===== src/sv/lmtbs_pkg.sv =====
`default_nettype none
package lmtbs_pkg;

	localparam logic [1:0] OP_SCAN   = 2'd0;
	localparam logic [1:0] OP_BEGIN  = 2'd1;
	localparam logic [1:0] OP_SPRITE = 2'd2;

	localparam int BUFFERS     = 3;
	localparam int SPRITE_COLS = 8;

	localparam logic [1:0] BUF_SHOWN   = 2'd0;
	localparam logic [1:0] BUF_WAITING = 2'd1;
	localparam logic [1:0] BUF_COMPOSE = 2'd2;
	localparam logic [1:0] BUF_INVALID = 2'd3;

	localparam logic [7:0] COL_SEL_BASE = 8'h80;

	typedef logic [7:0] row_t;
	typedef logic [1:0] buf_id_t;

	typedef struct packed {
		logic scan;
		logic begin_frame;
		logic add_sprite;
	} cmd_t;

	typedef struct packed {
		row_t       row;
		logic [2:0] column;
		logic       swapped;
	} scan_t;

	function automatic buf_id_t buf_index(buf_id_t b);
		return (b == BUF_INVALID) ? BUF_SHOWN : b;
	endfunction

endpackage
`default_nettype wire


===== src/sv/lmtbs_lane.sv =====
`default_nettype none
module lmtbs_lane
	import lmtbs_pkg::*;
#(
	parameter int LANE = 0
) (
	input  wire logic signed [7:0] pos_x,
	input  wire logic signed [7:0] pos_y,
	input  wire row_t              sprite [SPRITE_COLS],
	output row_t                   bits
);

	logic signed [9:0] src;
	logic              hit;
	logic              too_far;
	logic [7:0]        neg;
	row_t              sel;

	// source sprite column that lands on this lane
	assign src     = $signed(10'(LANE)) - 10'(pos_x);
	assign hit     = (src[9:3] == 7'd0);
	assign sel     = sprite[src[2:0]];
	assign too_far = (!pos_y[7] && (pos_y[6:3] != 4'd0)) || (pos_y < -8'sd7);
	assign neg     = 8'(-pos_y);

	always_comb begin
		if (!hit || too_far) begin
			bits = '0;
		end else if (!pos_y[7]) begin
			bits = sel << pos_y[2:0];
		end else begin
			bits = sel >> neg[2:0];
		end
	end

endmodule
`default_nettype wire


===== src/sv/lmtbs_store.sv =====
`default_nettype none
module lmtbs_store
	import lmtbs_pkg::*;
#(
	parameter int MATRIX_SIZE = 8
) (
	input  wire logic clk,
	input  wire logic arst_n,
	input  wire cmd_t cmd,
	input  wire row_t lane_rows [MATRIX_SIZE],
	output scan_t     scan
);

	localparam int CW = (MATRIX_SIZE > 1) ? $clog2(MATRIX_SIZE) : 1;
	localparam logic [CW-1:0] LAST_COL = CW'(MATRIX_SIZE - 1);

	row_t          frame_q [BUFFERS][MATRIX_SIZE];
	buf_id_t       shown_q;
	buf_id_t       waiting_q;
	buf_id_t       compose_q;
	logic [CW-1:0] col_q;
	logic          pending_q;

	logic    take;
	buf_id_t rd_buf;
	buf_id_t cb;

	assign take   = (col_q == '0) && pending_q;
	assign rd_buf = buf_index(take ? waiting_q : shown_q);
	assign cb     = buf_index(compose_q);

	assign scan.row     = frame_q[rd_buf][col_q];
	assign scan.column  = 3'(col_q);
	assign scan.swapped = take;

	always_ff @(posedge clk or negedge arst_n) begin
		if (!arst_n) begin
			shown_q   <= BUF_SHOWN;
			waiting_q <= BUF_WAITING;
			compose_q <= BUF_COMPOSE;
			col_q     <= '0;
			pending_q <= 1'b0;
		end else begin
			if (cmd.scan) begin
				if (take) begin
					shown_q   <= waiting_q;
					waiting_q <= shown_q;
					pending_q <= 1'b0;
				end
				col_q <= (col_q == LAST_COL) ? '0 : col_q + 1'b1;
			end
			if (cmd.begin_frame) begin
				waiting_q <= compose_q;
				compose_q <= waiting_q;
				pending_q <= 1'b1;
			end
		end
	end

	// merge lane results into the composing buffer, or clear the waiting buffer as it becomes composing
	always_ff @(posedge clk or negedge arst_n) begin
		if (!arst_n) begin
			for (int b = 0; b < BUFFERS; b++) begin
				for (int c = 0; c < MATRIX_SIZE; c++) begin
					frame_q[b][c] <= '0;
				end
			end
		end else begin
			for (int b = 0; b < BUFFERS; b++) begin
				for (int c = 0; c < MATRIX_SIZE; c++) begin
					if (cmd.begin_frame && (buf_id_t'(b) == buf_index(waiting_q))) begin
						frame_q[b][c] <= '0;
					end else if (cmd.add_sprite && (buf_id_t'(b) == cb)) begin
						frame_q[b][c] <= frame_q[b][c] | lane_rows[c];
					end
				end
			end
		end
	end

endmodule
`default_nettype wire


===== src/sv/led_matrix_triple_buffer_scanner.sv =====
// Channel  Dir  tdata fields (low bit up)
// s_axis   in   operation[1:0] pos_x[9:2] pos_y[17:10] sprite_col_0..7[81:18], pad to 88
// m_axis   out  column_word[15:0] column_number[18:16] frame_swapped[19], pad to 24
//
// One beat a cycle: each input beat is applied to the frame store at the edge it is taken.
// Sprite placement runs in MATRIX_SIZE column lanes in parallel within that cycle.
// A scan beat's column beat comes from the output register in the cycle after it is taken.
// The input stalls only while that register is full and m_tready is low.
// Reset clears the frame store and buffer roles at once; no clearing pass.
`default_nettype none
module led_matrix_triple_buffer_scanner
	import lmtbs_pkg::*;
#(
	parameter int MATRIX_SIZE = 8
) (
	input  wire logic        clk,
	input  wire logic        arst_n,
	input  wire logic        s_tvalid,
	output logic             s_tready,
	input  wire logic [87:0] s_tdata,  // operation, pos_x, pos_y, sprite_col_0..7
	output logic             m_tvalid,
	input  wire logic        m_tready,
	output logic      [23:0] m_tdata   // column_word, column_number, frame_swapped
);

	logic              accept;
	logic [1:0]        operation;
	logic signed [7:0] pos_x;
	logic signed [7:0] pos_y;
	row_t              sprite    [SPRITE_COLS];
	row_t              lane_rows [MATRIX_SIZE];
	cmd_t              cmd;
	scan_t             scan;

	logic              out_valid_q;
	logic [15:0]       word_q;
	logic [2:0]        column_q;
	logic              swapped_q;

	assign s_tready  = !out_valid_q || m_tready;
	assign accept    = s_tvalid && s_tready;
	assign operation = s_tdata[1:0];
	assign pos_x     = s_tdata[9:2];
	assign pos_y     = s_tdata[17:10];

	always_comb begin
		for (int k = 0; k < SPRITE_COLS; k++) begin
			sprite[k] = s_tdata[18 + 8*k +: 8];
		end
	end

	assign cmd.scan        = accept && (operation == OP_SCAN);
	assign cmd.begin_frame = accept && (operation == OP_BEGIN);
	assign cmd.add_sprite  = accept && (operation == OP_SPRITE);

	for (genvar c = 0; c < MATRIX_SIZE; c++) begin : g_lane
		lmtbs_lane #(
			.LANE(c)
		) u_lane (
			.pos_x (pos_x),
			.pos_y (pos_y),
			.sprite(sprite),
			.bits  (lane_rows[c])
		);
	end

	lmtbs_store #(
		.MATRIX_SIZE(MATRIX_SIZE)
	) u_store (
		.clk      (clk),
		.arst_n   (arst_n),
		.cmd      (cmd),
		.lane_rows(lane_rows),
		.scan     (scan)
	);

	always_ff @(posedge clk or negedge arst_n) begin
		if (!arst_n) begin
			out_valid_q <= 1'b0;
		end else if (cmd.scan) begin
			out_valid_q <= 1'b1;
		end else if (m_tready) begin
			out_valid_q <= 1'b0;
		end
	end

	always_ff @(posedge clk) begin
		if (cmd.scan) begin
			word_q    <= {scan.row, COL_SEL_BASE >> scan.column};
			column_q  <= scan.column;
			swapped_q <= scan.swapped;
		end
	end

	assign m_tvalid = out_valid_q;
	assign m_tdata  = {4'd0, swapped_q, column_q, word_q};

endmodule
`default_nettype wire


===== config.mk =====
export PLATFORM = sky130hd
export DESIGN_NAME = led_matrix_triple_buffer_scanner
export DESIGN_NICKNAME = d
export VERILOG_FILES = /design/src/sv/lmtbs_pkg.sv /design/src/sv/lmtbs_lane.sv /design/src/sv/lmtbs_store.sv /design/src/sv/led_matrix_triple_buffer_scanner.sv
export SDC_FILE = /design/constraint.sdc
export NUM_CORES = 1
export LEC_CHECK = 0
export BUFFER_PORTS_ARGS = -buffer_cell sky130_fd_sc_hd__buf_2
export CORE_MARGIN = 2
export CORE_UTILIZATION = 36
export DETAILED_ROUTE_END_ITERATION = 12
export PLACE_DENSITY = 0.6
export SYNTH_ARGS = -nofsm -noshare
export SYNTH_HDL_FRONTEND = slang
export SYNTH_HIERARCHICAL = 1
export SYNTH_SLANG_ARGS = --single-unit

===== constraint.sdc =====
create_clock -name clk -period 4.57 [get_ports clk]
set_input_delay 0.2285 -clock clk [delete_from_list [all_inputs] [get_ports clk]]
set_output_delay 0.2285 -clock clk [all_outputs]
set_load 0.01 [all_outputs]

# ---- Yosys cells after proc, flatten, opt, wreduce, memory -nomap -nowiden
# Cells that the tools add are included.
dict set report word_totals {
  ff_bits 223
  inputBits 92
  out_inout_bits 26
  elab_cells 274
}
dict set report classes {
  addsub 10
  magnitude_cmp 11
  n_eq_ne 10
  n_shift 17
  n_mux 107
  n_bitwise 34
  n_reduce_logical 52
}
# operator count
set op_table {}
lappend op_table {{8-bit two-way mux} 82}
lappend op_table {{8-bit binary-select mux with 3-bit select} 9}
lappend op_table {{8-bit OR} 24}
lappend op_table {{64-bit binary-select mux with 2-bit select} 1}
lappend op_table {{64-bit two-way mux} 2}
lappend op_table {{8-bit by 3-bit left shift with 8-bit output} 8}
lappend op_table {{8-bit by 3-bit right shift with 8-bit output} 8}
lappend op_table {{7-bit logical NOT} 8}
lappend op_table {{4-bit greater-or-equal comparator (second input constant)} 9}
lappend op_table {{3-bit inverter with 4-bit output} 9}
lappend op_table {{4-bit by 8-bit subtractor with 9-bit output (first input constant)} 4}
lappend op_table {{3-bit by 8-bit subtractor with 9-bit output (first input constant)} 2}
lappend op_table {{2-bit two-way mux} 7}
lappend op_table {{1-bit logical AND} 12}
lappend op_table {{2-bit nonzero test} 6}
lappend op_table {{1-bit logical NOT} 10}
lappend op_table {{1-bit logical OR} 10}
lappend op_table {{1-bit by 8-bit subtractor with 9-bit output (first input constant)} 1}
lappend op_table {{2-bit by 8-bit subtractor with 9-bit output (first input constant)} 1}
lappend op_table {{2-bit equality test (second input constant)} 4}
lappend op_table {{8-bit by 4-bit < comparator with 1-bit output (second input constant)} 1}
lappend op_table {{8-bit by 3-bit right shift with 8-bit output (first input constant)} 1}
lappend op_table {{2-bit logical NOT} 3}
lappend op_table {{1-bit two-way mux} 5}
lappend op_table {{other kinds (12)} 14}

# ---- Depth between registers and ports, before layout
# Gate-level depths: netlist of run 1.
dict set report depth {
  word_depth 12
  mapped_depth 15
  depth_no_buf 11
}

# ---- By module
# Netlist of run 1, hierarchy kept.
# mod instances cells_per_inst area_per_inst_um2 seq_area_each_um2
set modules_own_cells {}
lappend modules_own_cells {lmtbs_store 1 804 8740.9 5057.4}
lappend modules_own_cells {{lmtbs_lane at g_lane[6].u_lane} 1 211 1541.5 0.0}
lappend modules_own_cells {{lmtbs_lane at g_lane[4].u_lane} 1 192 1490.2 0.0}
lappend modules_own_cells {{lmtbs_lane at g_lane[5].u_lane} 1 156 1430.1 0.0}
lappend modules_own_cells {{lmtbs_lane at g_lane[0].u_lane} 1 192 1406.3 0.0}
lappend modules_own_cells {{lmtbs_lane at g_lane[1].u_lane} 1 161 1351.3 0.0}
lappend modules_own_cells {{lmtbs_lane at g_lane[3].u_lane} 1 179 1338.8 0.0}
lappend modules_own_cells {{lmtbs_lane at g_lane[2].u_lane} 1 182 1310.0 0.0}
lappend modules_own_cells {{lmtbs_lane at g_lane[7].u_lane} 1 150 1238.7 0.0}
lappend modules_own_cells {led_matrix_triple_buffer_scanner 1 44 784.5 625.6}

# ---- Worst setup path after synthesis of run 1
# No wires, ideal clock.
dict set report synth_timing {
  kind {reg-to-reg}
  startpoint {reg out_valid_q, in the netlist m_tvalid}
  endpoint {reg u_store.waiting_q[1]}
  setup_ns 0.135
  t_arrival_ns 3.094
  required_ns 4.435
  setup_slack_ns 1.342
  stages_incl_launch_ff 6
  path_buffers 0
  synth_period_minus_slack_ns 3.228
  cell_sequence {dfrtp_1 -> nor2b_4 -> nor3_1 -> nand2_1 -> mux2i_1 -> o21ai_0}
}
# item line_no
set synth_rtl {}
lappend synth_rtl {{start, declared} led_matrix_triple_buffer_scanner.sv:35} ;# logic out_valid_q;
lappend synth_rtl {{start signal, assigned} led_matrix_triple_buffer_scanner.sv:79} ;# out_valid_q <= 1'b0;
lappend synth_rtl {{start signal, assigned} led_matrix_triple_buffer_scanner.sv:81} ;# out_valid_q <= 1'b1;
lappend synth_rtl {{start signal, assigned} led_matrix_triple_buffer_scanner.sv:83} ;# out_valid_q <= 1'b0;
lappend synth_rtl {{end signal, assigned} lmtbs_store.sv:47} ;# waiting_q <= shown_q;
lappend synth_rtl {{end signal, assigned} lmtbs_store.sv:53} ;# waiting_q <= compose_q;
lappend synth_rtl {{end, declared} lmtbs_store.sv:19} ;# buf_id_t waiting_q;

==> impl_metrics.json, run 1 <==
{
  "period_share": 0.764,
  "post_drt_wl_per_cell_um": 24.2,
  "fin_cells": 3062,
  "synthToLayoutAreaGrowth_pct": 8.30,
  "cp_data_arrival_time_ns": 3.84,
  "clkSinkCount": 223,
  "synth_edf_count": 20,
  "synth_flop_cell": "dfrtp_1",
  "vias_per_cell": 6.37,
  "hold_viol": 0,
  "cp_max_fo": 66,
  "power_switching_mw": 2.48,
  "insertion_delay_ns": 0.50,
  "max_slew_margin": 0.188,
  "worst_setup_path_start_kind": "input pin",
  "hpwlAfterDp_mm": 50.8,
  "finalCriticalPeriod_ns": 3.49,
  "maxSlewViolCount": 0,
  "p_int_mw": 4.05,
  "critPathBufInv": 2,
  "max-cap-violations": 0,
  "placedCellCount": 3014,
  "grt_overflow_total": 0,
  "swShare": 0.379,
  "post-cts-setup-buffers": 0,
  "htree_levels": 1,
  "synthMuxAreaShare": 0.246,
  "pin_count": 118,
  "vdd_ir_drop_max_uv": 250,
  "netlist_area_mm2": 0.0206,
  "io_buffer_count": 107,
  "comb_power_share": 0.390,
  "synth.distinct_cells": 120,
  "cts_buffers": 23,
  "die-area_mm2": 0.0592,
  "yosys.area_share.adder": 0.0133,
  "async_reset_ff_frac": 0.910,
  "p_per_area_mw_per_mm2": 292,
  "ys_ff_latch": 223,
  "fp.dieH_um": 243,
  "synth-simple-area-share": 0.205,
  "fp.dieW_um": 243,
  "topRoutingLayerUsed": "met4",
  "drt-initial-drc-count": 2335,
  "synth_top_family_by_area": "multiplexers",
  "setup_viol": 0,
  "max_freq_mhz": 286,
  "fin_skew_ns": 0.0124,
  "drc_errors": 0,
  "start_util": 0.365,
  "synthXorXnorAreaFrac": 0.0104,
  "wl_mm": 74.0,
  "multiInputGateArea_mm2": 0.0137,
  "grt_pass1_vias": 18600,
  "drive_above_1_share": 0.176,
  "grt_antenna_before_repair": 6,
  "cpPeakStageDelay_ns": 0.58,
  "grtUsageTotal": 0.241,
  "grt_max_degree": 109,
  "leakagePower_nw": 9.32,
  "vias": 19500,
  "hp-class": "input pin to flip-flop",
  "rsz0062_at_grt": "no",
  "dr.pass1.iters": 5,
  "synth-compound-area-share": 0.187,
  "seq_area_mm2": 0.00568,
  "path_common_cell": "nor2_1",
  "drtAntennaViolNets": 0,
  "cp-end-kind": "flip-flop",
  "gp_congestion": 0.966,
  "route.met3.wl_mm": 6.29,
  "critPathKind": "input pin to flip-flop",
  "fillerInstances": 5526,
  "cp_top_family": "multiplexers",
  "seq_power_share": 0.326,
  "fin_tns_setup_ns": 0,
  "p_clk_frac": 0.284,
  "path_cells": "buf_6 > ha_1 > xor2_2 > buf_4 > mux4_1 > mux2i_2 > mux2_2 > nor2_1 > a221oi_1 > a31oi_1 > a21oi_1 > nor2_1",
  "syn-instance-count": 2271,
  "met1_length_mm": 30.2,
  "cts_tree": "done",
  "num_rows": 87,
  "slowest_stage": "mux4_1",
  "required_ns": 4.92,
  "dr_wl_met2_mm": 34.3,
  "final_nets": 2399,
  "fin_util": 0.396,
  "tightest_slew_ns": 1.22,
  "cts.path.max_buffers": 3,
  "ctsRootBufferMaster": "clkbuf_16",
  "yosysWarnings": 6,
  "coreArea_mm2": 0.0565,
  "outcome": "completed",
  "clkSlewWorstSetupHoldPaths_ns": 0.07,
  "grt_pass1_wl_mm": 113,
  "synth_area_per_cell_um2": 9.09,
  "ys_seq_area_frac": 0.275
}
-- path summary, 6_finish.rpt --
path | from | endpoint | slack (ns) | depth (start not counted)
max | s_tdata[2] | u_store/frame_q[171] | 1.08 | 12
min | m_tready | m_tvalid | 0.07 | 4
max reg2reg | u_store/col_q[0] | word_q[10] | 1.09 | 8
min reg2reg | u_store/frame_q[172] | u_store/frame_q[172] | 0.48 | 2
max in group asynchronous | arst_n | u_store/frame_q[171] | 3.14 | 3
min in group asynchronous | arst_n | u_store/frame_q[86] | 0.39 | 2
-- routing by layer --
layer  GRT usage  vias up
li1            -     8664
met5           0        -
met3      0.0446      201
met2       0.384      995
met1       0.321     9650
met4      0.0991        0
-- power by group through the flow --
stage | Combinational (mW) | Clock (mW) | Sequential, mW
2_1_floorplan | 1.79 | 0 | 2.16
5_1_grt | 2.71 | 1.97 | 2.14
4_1_cts | 2.50 | 1.89 | 2.13
6_report | 2.54 | 1.85 | 2.13
3_5_place_dp | 2.49 | 0 | 2.17
3_3_place_gp | 2.46 | 0 | 2.16
-- logic make-up after synthesis --
kind of cell	count (synthesis)
simple gates	834
other cells	1
buf+inv	243
xor+xnor	21
flops	223
fa+ha+maj	22
compound gates	578
mux	349
-- per-stage QoR --
step / setup slack, ns / hold WS (ns) / instance area, um2 / power, mW
after floorplan: 1.34 / -0.0671 / 20600 / 3.94
after global placement: 0.751 / 0.386 / 21600 / 4.62
after detailed placement: 0.657 / 0.403 / 21600 / 4.66
after CTS: 1.10 / 0.0656 / 22300 / 6.52
after global routing: 0.883 / 0.0823 / 22300 / 6.82
final: 1.08 / 0.0721 / 22300 / 6.53
-- synthesized netlist by cell type (all sizes together) (10+ instances only) --
master / count / area, um2
a211oi: 27 / 233
a21oi: 247 / 1240
nor4: 16 / 106
o211ai: 13 / 111
dfrtp: 201 / 5030
nand3b: 26 / 208
buf: 98 / 754
or4: 13 / 105
or3: 21 / 133
a31oi: 33 / 206
nor3b: 47 / 358
o21ai: 65 / 329
mux2: 44 / 510
a22oi: 21 / 178
nor3: 76 / 380
nand2: 101 / 382
xnor2: 11 / 111
a21o: 11 / 82.6
mux4: 101 / 2400
or2: 11 / 71.3
a2111oi: 11 / 130
o311ai: 10 / 95.1
ha: 22 / 275
mux2i: 204 / 2160
nor2b: 15 / 101
nor2: 326 / 1240
clkbuf: 83 / 312
nand3: 85 / 458
o221ai: 13 / 114
a221oi: 18 / 189
edfxtp: 20 / 601
xor2: 10 / 103
nand2b: 22 / 138
and3: 11 / 70.1
and2: 17 / 109
nand4: 35 / 274
o22ai: 20 / 125
inv: 53 / 199
-- flip-flops by register name, indices dropped and copies added (netlist names) --
register           flops
u_store/frame_q      192
swapped_q              1
u_store/shown_q        2
column_q               3
word_q                16
u_store/col_q          3
u_store/pending_q      1
u_store/waiting_q      2
u_store/compose_q      2
m_tvalid               1
-- worst register-to-register path, delay by kind of cell, from the launching register on --
family	cells	cell delay (ns)
muxes	2	0.86
AOI/OAI and AO/OA	1	0.14
buffers and inverters	2	0.91
DFF	1	0.36
and+or+nand+nor	2	0.54
adders and majority gates	1	0.40
-- layout by cell type (no fill, tap or decap), drive strengths merged, types with 65 or more instances in the layout --
cell and instances:
nor3 76, nor2 326, o21ai 65, nand3 85, nand2 101, buf 165
mux2i 204, dfrtp 201, a21oi 247, mux4 101
-- layout make-up --
class / instances / share of cell area
Timing Repair Buffer: 168 / 0.0468
Sequential cell: 223 / 0.254
Antenna cell: 5 / 0.000560
Multi-Input combinational cell: 1808 / 0.612
Tap cell: 756 / 0.0423
Inverter: 61 / 0.0102
Clock buffer: 35 / 0.0305
Clock inverter: 6 / 0.00302
-- timing repair --
action | CTS | global route
endpoints found under the hold margin | 106 | 0
hold buffers | 2 | 0
setup endpoints to repair | 0 | 0
gates resized for setup | 0 | 0
(Power assumes the default switching activity.)
==> run 2: changes to the inputs <==
==> constraint.sdc (replaced) <==
create_clock -name clk -period 3.4 [get_ports clk]
set_input_delay 0.17 -clock clk [delete_from_list [all_inputs] [get_ports clk]]
set_output_delay 0.17 -clock clk [all_outputs]
set_load 0.01 [all_outputs]
==> impl_metrics.json, run 2 (same netlist as run 1, synthesis figures left out) <==
{
  "cts_tree": "done",
  "cp_max_fo": 28,
  "fin_tns_setup_ns": 0,
  "vias": 19900,
  "final_common_cell": "nor2_1",
  "insertion_delay_ns": 0.53,
  "clkSlewWorstSetupHoldPaths_ns": 0.06,
  "r2r_end": "word_q[14]",
  "rr_worst_depth": 8,
  "swShare": 0.381,
  "max-cap-violations": 0,
  "finalCriticalPeriod_ns": 2.96,
  "vdd_ir_drop_max_uv": 305,
  "io_buffer_count": 107,
  "final_nets": 2465,
  "fp.dieW_um": 243,
  "die-area_mm2": 0.0592,
  "post_drt_wl_per_cell_um": 24.0,
  "grt_max_degree": 98,
  "max_slew_margin": 0.442,
  "worst_setup_path_start_kind": "flip-flop",
  "timing.rr.start": "u_store/col_q[1]",
  "gp_congestion": 0.960,
  "tightest_slew_ns": 0.834,
  "vias_per_cell": 6.35,
  "grt_overflow_total": 0,
  "drc_errors": 0,
  "cts_resized": 0,
  "htree_levels": 1,
  "fp.dieH_um": 243,
  "fin_util": 0.406,
  "grt_pass1_wl_mm": 115,
  "endpoint": "word_q[14]",
  "cts.path.max_buffers": 3,
  "num_rows": 87,
  "dr.pass1.iters": 9,
  "largest_register_ffs": 192,
  "largestRegisters": "u_store/frame_q x192, word_q x16",
  "hp-class": "input pin to flip-flop",
  "drt-initial-drc-count": 2433,
  "placed_area_mm2": 0.0222,
  "drive_above_1_share": 0.199,
  "fin_skew_ns": 0.0180,
  "mostFrequentLayoutCells": "nor2_1, a21oi_1, dfrtp_1",
  "hold_ws_ns": 0.169,
  "clkSinkCount": 223,
  "period_share": 0.871,
  "cp-end-kind": "flip-flop",
  "cts_buffers": 22,
  "startpoint": "u_store/col_q[1]",
  "grt_antenna_before_repair": 7,
  "p_clk_frac": 0.269,
  "synthToLayoutAreaGrowth_pct": 11.3,
  "slowest_stage": "buf_4",
  "rsz0062_at_grt": "no",
  "p_total_mw": 8.82,
  "drtAntennaViolNets": 0,
  "pin_count": 118,
  "setup_viol": 0,
  "comb_power_share": 0.410,
  "seq_power_share": 0.321,
  "grt_pass1_vias": 18900,
  "leakagePower_nw": 9.68,
  "required_ns": 3.67,
  "final_cell_area_mm2": 0.0230,
  "wl_mm": 75.2,
  "hpwlAfterDp_mm": 52.7,
  "start_util": 0.365,
  "p_int_mw": 5.46,
  "path_cells": "inv_1 > ha_1 > nand3b_4 > mux2i_4 > buf_4 > mux2i_1 > o221ai_1 > or3_1",
  "max_freq_mhz": 338,
  "grtUsageTotal": 0.246,
  "ctsRootBufferMaster": "clkbuf_16",
  "top_register": "u_store/frame_q",
  "hold_viol": 0,
  "outcome": "completed",
  "cp_data_arrival_time_ns": 3.23,
  "power_switching_mw": 3.37,
  "critPathKind": "flip-flop to flip-flop",
  "maxSlewViolCount": 0,
  "coreArea_mm2": 0.0565,
  "p_per_area_mw_per_mm2": 384,
  "cpPeakStageDelay_ns": 0.53,
  "regToRegSetupSlack_ns": 0.44
}
[run 2: cell types whose count changed in the layout (fill, tap and decap cells not counted), sizes merged]
cell         change
clkinvlp         -1
dlygate4sd3      +1
buf             +66
clkinv           +3
clkbuf           -5
diode            +1
[run 2: cell type report]
cell class                 count  area (um2)
multi-input combinational   1808       13700
clock buffer                  30         614
clock inverter                 8        78.8
fill                        5527       33500
inverter                      61         229
timing repair buffer         235        1710
sequential                   223        5680
antenna                        6        15.0
tap                          756         946
[run 2: worst min-delay path by stage]
stage | from | to | slack, ns | depth (start not counted)
2_1_floorplan | arst_n | m_tvalid | -0.13 | 0
3_3_place_gp | arst_n | u_store/frame_q[76] | 0.24 | 1
3_5_place_dp | arst_n | u_store/frame_q[76] | 0.25 | 1
4_1_cts | s_tvalid | u_store/waiting_q[0] | 0.16 | 5
5_1_grt | s_tvalid | u_store/waiting_q[0] | 0.19 | 5
6_report | s_tvalid | u_store/waiting_q[0] | 0.17 | 5
[run 2: critical path: cells and delay by family, from the launching register on]
kind	cells	cell delay [ns]
mux	2	0.71
buf+inv	2	0.67
simple gates	2	0.52
flops	1	0.38
fa+ha+maj	1	0.23
compound gates	1	0.15
[run 2: routing by layer]
| layer | share of wire | global-route usage | wire (um) |
|---|---|---|---|
| met1 | 0.41 | 0.325 | 30800 |
| met2 | 0.46 | 0.385 | 34300 |
| met3 | 0.083 | 0.0524 | 6280 |
| met4 | 0.050 | 0.114 | 3750 |
| met5 | 0.00020 | 0 | 15 |
[run 2: power by group through the flow]
| stage | clock (mW) | combinational (mW) | sequential, mW |
|---|---|---|---|
| 5_1_grt | 2.54 | 3.85 | 2.84 |
| 3_5_place_dp | 0 | 3.55 | 2.89 |
| 6_report | 2.37 | 3.62 | 2.83 |
| 4_1_cts | 2.42 | 3.57 | 2.83 |
| 3_3_place_gp | 0 | 3.51 | 2.88 |
| 2_1_floorplan | 0 | 2.40 | 2.90 |
[run 2: metrics by stage]
step | std cells | worst slack [ns]
final | 3127 | 0.438
after global placement | 3080 | 0.0183
after CTS | 3121 | 0.441
after floorplan | 2274 | 0.172
after detailed placement | 3080 | -0.0129
after global routing | 3127 | 0.334
[run 2: timing repair]
item                      CTS  global route
hold buffers                3             0
buffers inserted            0             0
hold endpoints to repair   77             0
